===== config.mk =====
export PLATFORM = sky130hd
export DESIGN_NAME = rotb_mac
export DESIGN_NICKNAME = d
export VERILOG_FILES = /design/src/assert_macros.svh /design/src/rotb_pkg.sv /design/src/rotb_mac.sv
export SDC_FILE = /design/constraint.sdc
export NUM_CORES = 1
export LEC_CHECK = 0
export BUFFER_PORTS_ARGS = -buffer_cell sky130_fd_sc_hd__buf_2
export CORE_ASPECT_RATIO = 0.8
export CORE_MARGIN = 8
export CORE_UTILIZATION = 30
export DETAILED_ROUTE_END_ITERATION = 16
export GPL_ROUTABILITY_DRIVEN = 0
export PLACE_DENSITY = 0.49
export REMOVE_ABC_BUFFERS = 1
export SLEW_MARGIN = 40
export SYNTH_ARGS = -nofsm -noshare
export SYNTH_HDL_FRONTEND = slang
export SYNTH_SLANG_ARGS = --single-unit

===== constraint.sdc =====
create_clock -name clk -period 9 [get_ports clk]
set_input_delay 0.45 -clock clk [delete_from_list [all_inputs] [get_ports clk]]
set_output_delay 0.45 -clock clk [all_outputs]
set_load 0.05 [all_outputs]

===== src/assert_macros.svh =====
// ----------------------------------------------------------------------------
// Assertion macros
// Clocked concurrent assertion shorthands, sampled on clk, off during reset.
// ----------------------------------------------------------------------------
`ifndef ASSERT_MACROS_SVH
`define ASSERT_MACROS_SVH

// Check a property on every rising edge of clk outside reset.
`define ASSERT_CLK(lbl, prop, msg) \
  lbl: assert property (@(posedge clk) disable iff (!rst_n) (prop)) else $error(msg);

// When the condition holds, the consequence must hold in the next cycle.
`define ASSERT_NEXT(lbl, cond, conseq, msg) \
  lbl: assert property (@(posedge clk) disable iff (!rst_n) (cond) |=> (conseq)) \
    else $error(msg);

`endif


===== src/rotb_pkg.sv =====
// ----------------------------------------------------------------------------
// rotb_pkg
// Shared constants and types of the bilinear image rotation core.
// ----------------------------------------------------------------------------
`default_nettype none

package rotb_pkg;

  localparam int MAX_WIDTH   = 256;
  localparam int MAX_HEIGHT  = 256;
  localparam int WEIGHT_BITS = 8;

  localparam int X_W    = $clog2(MAX_WIDTH);
  localparam int Y_W    = $clog2(MAX_HEIGHT);
  localparam int ADDR_W = X_W + Y_W;
  localparam int DIM_W  = 9;
  localparam int PIX_W  = 24;
  localparam int CH_W   = 8;

  // Source coordinates carry 15 fraction bits (half-pixel centre offset is exact).
  localparam int Q_BITS = 15;
  localparam int FX_LO  = Q_BITS - WEIGHT_BITS;

  // Shared multiply-accumulate unit.
  localparam int OPW   = 18;
  localparam int ACC_W = 30;

  localparam logic REQ_WRITE = 1'b0;
  localparam logic REQ_READ  = 1'b1;

  localparam int CFG_AW = 4;
  localparam logic [CFG_AW-1:0] CFG_WIDTH  = 4'd0;
  localparam logic [CFG_AW-1:0] CFG_HEIGHT = 4'd1;
  localparam logic [CFG_AW-1:0] CFG_COS    = 4'd2;
  localparam logic [CFG_AW-1:0] CFG_SIN    = 4'd3;

  typedef struct packed {
    logic                  en;
    logic                  load;
    logic signed [OPW-1:0] a;
    logic signed [OPW-1:0] b;
  } mac_op_t;

endpackage

`default_nettype wire


===== src/rotb_mac.sv =====
// ----------------------------------------------------------------------------
// rotb_mac
// Shared signed multiply-accumulate unit used for mapping and blending.
// ----------------------------------------------------------------------------
`default_nettype none

module rotb_mac (
  input  wire logic                              clk,
  input  wire rotb_pkg::mac_op_t                 op,
  output logic signed [rotb_pkg::ACC_W-1:0]      acc
);

  logic signed [2*rotb_pkg::OPW-1:0] prod_full;
  logic signed [rotb_pkg::ACC_W-1:0] prod;
  logic signed [rotb_pkg::ACC_W-1:0] acc_r;

  assign prod_full = op.a * op.b;
  assign prod      = prod_full[rotb_pkg::ACC_W-1:0];

  always_ff @(posedge clk) begin
    if (op.en) begin
      acc_r <= op.load ? prod : acc_r + prod;
    end
  end

  assign acc = acc_r;

endmodule

`default_nettype wire


### After elaboration in Yosys (flattened, before gate mapping)

Index checks and enable logic that the tools add are counted.

* output and inout bits: 30
* logic and storage cells: 4
* bits in registers: 30
* input port bits: 39

* multiply operators: 1
* add/subtract/negate cells: 1
* mux-type cells: 1

Operators with widths (count)
* 30-bit adder: 1
* 18-bit by 18-bit multiplier with 30-bit output: 1
* 30-bit 2-to-1 mux: 1

### Logic depth before layout (Yosys ltp)

Gate-level depths: netlist (run 1).

* depth after elaboration: 3
* depth in mapped cells: 31
* mapped depth without buffers: 30

### Least setup slack after synthesis (run 1)

OpenSTA, ideal clock, no wires.

* path kind: input -> register
* from: in op[9] (netlist name)
* to: reg acc_r (netlist bit acc[28]) (data pin)
* data arrival time: 7.063 ns
* stages on the path: 29
* path buffers: 2
* required time: 8.740 ns
* setup time: 0.260 ns
* slack: 1.677 ns
* path through: clkbuf_1 -> clkbuf_1 -> nand2_1 -> fa_1 -> inv_1 -> fa_1 -> inv_1 -> fa_1 -> inv_1 -> fa_1 -> fa_1 -> inv_1 -> fa_1 -> inv_1 -> ha_1 -> a41oi_1 -> o221ai_1 -> o21ai_0 -> nand2b_1 -> a21oi_1 -> xnor2_1 -> ha_1 -> a21o_1 -> a21oi_1 -> o21ai_0 -> a221o_1 -> a31oi_1 -> xnor2_1 -> mux2_2

* word-level cells in the longest chain between the ends: 3

RTL lines
* start, declared: line rotb_mac.sv:9 `input wire rotb_pkg::mac_op_t op,`
* 18-bit by 18-bit multiplier with 30-bit output *: line rotb_mac.sv:17 `assign prod_full = op.a * op.b;`
* 30-bit adder: line rotb_mac.sv:22 `acc_r <= op.load ? prod : acc_r + prod;`
* 30-bit 2-to-1 mux *: line rotb_mac.sv:22
* end signal, assigned: line rotb_mac.sv:22
* end, declared: line rotb_mac.sv:15 `logic signed [rotb_pkg::ACC_W-1:0] acc_r;`

Mark *: on every way between the ends. The rest lies on a longest branch, timed or not.
A chain may end at the register's enable or synchronous reset.

### Final worst setup path (run 1)

Same ends and word-level chain as after synthesis.

==> metrics.txt, run 1 <==
vias after detailed routing=roughly 9,600; sum of negative setup slack=0 ns; remaining max-slew budget at the tightest pin=60.62%; initial antenna violation count=2; routed via count divided by cell count=4.649; Filler Cell Count=around 4,500; number of enable-type register cells in the synthesized netlist=30; area of the multi-input gates=0.01083 mm^2; Setup Buffers After CTS=0; Layout Skew=0.01197 ns; maximum clock path buffer count=2; leading cell type in the layout, fill and taps excluded=sky130_fd_sc_hd__inv_1; clock tree from TritonCTS=built; Layout area overhead=7.743%; Initial DRT Pass Iterations=5; CTS clock-pin slew for the worst setup and hold paths=about 0.060 ns; Mapped Avg Cell Area=9.030 um^2; number of nets in the layout=1,925; dominant cell type by count on the critical path=sky130_fd_sc_hd__fa_1; Die Ht=around 200 um; core region area=0.04331 mm^2; final cycle utilization of the critical path=between 80% and 90%; worst hold start=op[37]; Inserted Clock Buffers=5; count of buffers inserted at the top-level ports=68; flip-flop count of the largest register, all copies and words added=30; Pins Over Slew Limit=0; number of placed I/O pins=69; post-cts gate resize count=0; Max-cap violations=0; Tmin final=7.745 ns; maximum number of pins on one net before global-route repair=56; count of endpoints failing hold in the final timing report=0; Post-Route WL=35,240 um; register area=900.9 um^2; remaining routing DRC violations=0; total of flip-flops plus latches after synthesis=30; Reg-to-Reg Start=acc[0]; Total GRT Usage=about 14%; RSZ-0062 raised after global routing=false; met1 track demand over resource in global routing=about 22%; start point of the critical path=op[9]; starting DRC count in detailed routing=454; critical path endpoint category=flop; Async SR Flop Fraction=0%; post-route worst hold slack=0.6691 ns; portion of the post-synthesis area used by sequential elements=~6.8%; master of the slowest instance on the critical path=sky130_fd_sc_hd__fa_1; number of distinct library cell variants in the gate-level netlist after synthesis=60; arrival time of the worst setup path=7.78 ns; number of nets with antenna violations after detailed routing=0; wire length of the first global-routing pass=58,520 um; # rows=68; via count of the first global-routing pass=10,230; most common flop cell mapped by yosys=sky130_fd_sc_hd__edfxtp_1; cell at the root of the clock tree=sky130_fd_sc_hd__clkbuf_16; kind of cell adding the most delay to the critical path=adder cells; Hold Crit Class=in -> reg; Worst-Margin Slew=0.5758 ns; H-Tree Level Count=2; DIE AREA=roughly 0.05 mm^2; layout cell share with drive strength beyond 1=6.359%; run status=finished, final reports clean; sinks on the clock net=30; Buf+Inv Stages, Crit Path=6; top achievable clock speed=129.1 MHz; setup slack after placement=1.021 ns; crit-path max FO=18; Starting Density=30.48%; busiest layer in global routing=met1; horizontal extent of the die=between 200 and 300 um; data required time of the critical path=9.03 ns; Detail Placement HPWL=29,500 um; GR Layer Usage met2=21.26%; area of the mapped netlist=0.01320 mm^2; peak per-stage delay on the critical path=0.55 ns; routed wirelength normalized by instance count=approximately 17 um; most frequent cells in the layout=sky130_fd_sc_hd__inv_1 (345), sky130_fd_sc_hd__fa_1 (277), sky130_fd_sc_hd__nand2_1 (174), sky130_fd_sc_hd__and2_1 (172), sky130_fd_sc_hd__ha_1 (116); clock network latency to the later pin of the worst-skew pair=0.28 ns; final setup fails=0; global routing usage on met3=2.481%; total congestion overflow=0; Syn Inst Count=1,462; final worst-path setup slack=1.255 ns; startpoint type of the worst setup path=primary input; count of synthesis-stage warnings from yosys=0; number of buffers inserted for hold repair after clock tree synthesis=0; type of the setup path with the least slack=in -> reg
-- routing by layer --
| metal | part of all wire [%] | wire length (um) |
|---|---|---|
| met4 | 0.31 | 111 |
| met5 | 0 | 0 |
| met3 | 5.3 | 1860 |
| met1 | 52 | 18490 |
| met2 | 42 | 14780 |
-- worst paths after layout --
| check | end | slack [ns] | cells past startpoint |
|---|---|---|---|
| worst max-delay path | acc[28] | 1.25 | 29 |
| worst min-delay path | acc[8] | 0.67 | 1 |
| worst max register to register | acc[28] | 5.76 | 10 |
| worst min register to register | acc[0] | 0.75 | 2 |
-- logic make-up (layout without fill, tap and decap cells) --
| group | count (synthesis) | in the layout | share of synthesized area, % |
|---|---|---|---|
| buffers and inverters | 391 | 423 | 11.13 |
| xor gates and xnor gates | 67 | 67 | 4.445 |
| and+or+nand+nor | 409 | 409 | 15.68 |
| other | 0 | 2 | 0 |
| DFF | 30 | 30 | 6.824 |
| adders and majority gates | 393 | 393 | 53.00 |
| muxes | 7 | 7 | 0.5876 |
| AOI/OAI and AO/OA | 165 | 165 | 8.341 |
-- cell type report --
| class | instances | area share (%) |
|---|---|---|
| diodes | 2 | 0.03519 |
| clock buffers | 5 | 0.8797 |
| clock inverters | 3 | 0.07917 |
| inverters | 346 | 9.131 |
| multi-input cells | 1041 | 76.15 |
| flip-flops and latches | 30 | 6.334 |
| well taps | 560 | 4.926 |
| repair buffers | 69 | 2.463 |
-- Yosys cell counts (all sizes together) (6+ instances only) --
cell      n  area share (%)
o211ai    7            0.47
ha      116              11
xor2     17             1.1
a21o     17            0.98
a211oi    8            0.49
nand2b    9            0.43
edfxtp   30             6.8
inv     345             9.8
clkbuf   44             1.3
xnor2    50             3.3
nand2   174             4.9
o21ai    40             1.5
a31oi     7            0.33
fa      277              42
a21oi    48             1.9
nor2     22            0.63
and2    172             8.2
nor2b     6            0.28
mux2      6            0.51
-- through the flow --
stage,util [%],cell area (um^2),cells
4_1_cts,32.83,14220,2054
2_1_floorplan,-,13030,1417
3_5_place_dp,32.52,14080,2046
6_report,32.84,14220,2056
5_1_grt,32.83,14220,2054
3_3_place_gp,32.51,14080,2046
Power of run 1 is not shown: default switching activity piles up to over one toggle a cycle in this logic, so the estimate is an artifact.
==> run 2, diff against run 1 <==
ABC_AREA = 1   (was default)
GPL_TIMING_DRIVEN = 0   (was default)
==> metrics.txt, run 2 <==
Starting Density=30.31% (-0.17 points); Area contributors post-synth=sky130_fd_sc_hd__fa_1 (38%), sky130_fd_sc_hd__inv_1 (15%), sky130_fd_sc_hd__nand2_1 (14%); Inserted Clock Buffers=5 (unchanged); Post-Route WL=40,000 um (+13%); initial antenna violation count=1 (-1); startpoint type of the worst setup path=primary input; Mapped Avg Cell Area=7.193 um^2 (-20%); count of synthesis-stage warnings from yosys=0 (unchanged); final setup fails=0 (unchanged); Layout Skew=0.009186 ns (-0.002786 ns); Total GRT Usage=14.72% (+0.34 points); count of endpoints failing hold in the final timing report=0 (unchanged); Hold Crit Class=in -> reg; maximum clock path buffer count=2 (unchanged); final cycle utilization of the critical path=82.84% (-3.2 points); Detail Placement HPWL=34,690 um (+18%); Pins Over Slew Limit=0 (unchanged); kind of cell adding the most delay to the critical path=adder cells; clock network latency to the later pin of the worst-skew pair=0.29 ns (about the same); Die Ht=213.6 um (+4.9%); RSZ-0062 raised after global routing=false; type of the setup path with the least slack=in -> reg; layout cell share with drive strength beyond 1=6.130% (-0.23 points); share of Yosys cell area claimed by the top area cell type=37.88% (-4.1 points); most frequent cells in the layout=sky130_fd_sc_hd__inv_1 (592), sky130_fd_sc_hd__nand2_1 (564), sky130_fd_sc_hd__fa_1 (277), sky130_fd_sc_hd__ha_1 (116), sky130_fd_sc_hd__nor2_1 (84); vias after detailed routing=12,060 (+26%); Max-cap violations=0 (unchanged); routed via count divided by cell count=4.519 (-2.8%); starting DRC count in detailed routing=620 (+37%); peak per-stage delay on the critical path=0.70 ns (+0.15 ns); biggest area consumer among synthesized cells=sky130_fd_sc_hd__fa_1; via count of the first global-routing pass=12,810 (+25%); critical path endpoint category=flop; slack of the worst reg-to-reg path=6.34 ns (+0.58 ns); H-Tree Level Count=2 (unchanged); Tmin final=7.456 ns (-0.2896 ns); remaining max-slew budget at the tightest pin=62.20% (+1.6 points); sinks on the clock net=30 (unchanged); top achievable clock speed=134.1 MHz (+3.9%); Layout area overhead=6.932%; number of buffers inserted for hold repair after clock tree synthesis=0 (unchanged); Worst-Margin Slew=0.5651 ns (-0.01074 ns); run status=finished, final reports clean; Async SR Flop Fraction=0% (unchanged); crit-path max FO=18 (unchanged); post-cts gate resize count=0 (unchanged); arrival time of the worst setup path=7.50 ns (-0.28 ns); Buf+Inv Stages, Crit Path=7 (+1); portion of the post-synthesis area used by sequential elements=6.154% (-0.67 points); Final Instance Count excl. Fillers=2,668 (+30%); number of nets with antenna violations after detailed routing=0 (unchanged); sum of negative setup slack=0 ns (unchanged); total of flip-flops plus latches after synthesis=30 (unchanged); clock tree from TritonCTS=built; count of buffers inserted at the top-level ports=68 (unchanged); total congestion overflow=0 (unchanged); leading cell types by count after synthesis=sky130_fd_sc_hd__inv_1 (593), sky130_fd_sc_hd__nand2_1 (564), sky130_fd_sc_hd__fa_1 (277), sky130_fd_sc_hd__ha_1 (116), sky130_fd_sc_hd__nor2_1 (84); number of enable-type register cells in the synthesized netlist=30 (unchanged); Setup Buffers After CTS=0 (unchanged); cell with the most instances after synthesis=sky130_fd_sc_hd__inv_1; routed wirelength normalized by instance count=14.99 um (-13%); master of the slowest instance on the critical path=sky130_fd_sc_hd__fa_1; cell at the root of the clock tree=sky130_fd_sc_hd__clkbuf_16; wire length of the first global-routing pass=67,630 um (+16%); number of placed I/O pins=69 (unchanged); core region area=0.04829 mm^2 (+11%); number of distinct library cell variants in the gate-level netlist after synthesis=44 (-27%); number of nets in the layout=2,470 (+28%); antenna fix cells=0 (-2); area of the mapped netlist=0.01464 mm^2 (+11%); cell count after placement=2,659 (+30%); final core utilization=32.42% (-0.43 points); CTS clock-pin slew for the worst setup and hold paths=0.06 ns (about the same); leading cell type in the layout, fill and taps excluded=sky130_fd_sc_hd__inv_1; maximum number of pins on one net before global-route repair=39 (-30%); Initial DRT Pass Iterations=5 (unchanged); flip-flop count of the largest register, all copies and words added=30 (unchanged); remaining routing DRC violations=0 (unchanged); horizontal extent of the die=263.0 um (+5.0%); data required time of the critical path=9.04 ns (about the same); # rows=72 (+5.9%); Syn Inst Count=2,035 (+39%); DIE AREA=0.05616 mm^2 (+10%); most common flop cell mapped by yosys=sky130_fd_sc_hd__edfxtp_1
==> run 2: cell families after synthesis <==
group,Yosys count,share of synthesized area [%]
AND/OR/NAND/NOR,799,22.68
buffers and inverters,673,17.33
adder cells (fa/ha/maj),393,47.80
AO/OA/AOI/OAI,118,4.573
flip-flops,30,6.154
XOR/XNOR,22,1.470
==> run 2: final timing paths <==
kind          start  endpoint  cells past startpoint
max reg2reg  acc[0]   acc[16]                     13
min reg2reg  acc[0]    acc[0]                      3
min          op[37]   acc[27]                      1
max           op[3]   acc[29]                     31
==> run 2: layer usage <==
layer  global-route usage (%)  routed length (um)
met1                    21.17               20100
met2                    23.80               17580
met3                    2.281                1842
met4                    2.095                 476
met5                        0                   0
==> run 2: layout make-up <==
cell class	count	area, um^2
inverter	600	2252
clock buffer	5	125.1
clock inverter	3	16.27
multi-input combinational	1332	11200
tap	629	787.0
fill	5285	32630
timing repair buffer	69	370.4
sequential	30	900.9
==> run 2: per-stage QoR <==
stage               setup slack, ns  hold WS [ns]  cell area, um^2
CTS                           1.569        0.6977            15620
floorplan                     2.614        0.5625            14350
detailed placement            1.312        0.6801            15480
global placement              1.294        0.6702            15480
global route                  1.087        0.6792            15650
finish                        1.544        0.6552            15650
==> run 2: worst reg2reg max path, delay by kind of cell (launching register included) <==
kind	cells	cell delay, ns
and+or+nand+nor	10	1.09
AOI/OAI and AO/OA	1	0.11
DFF	1	0.39
adders and majority gates	2	0.82
Power of run 2 is left out for the same reason.
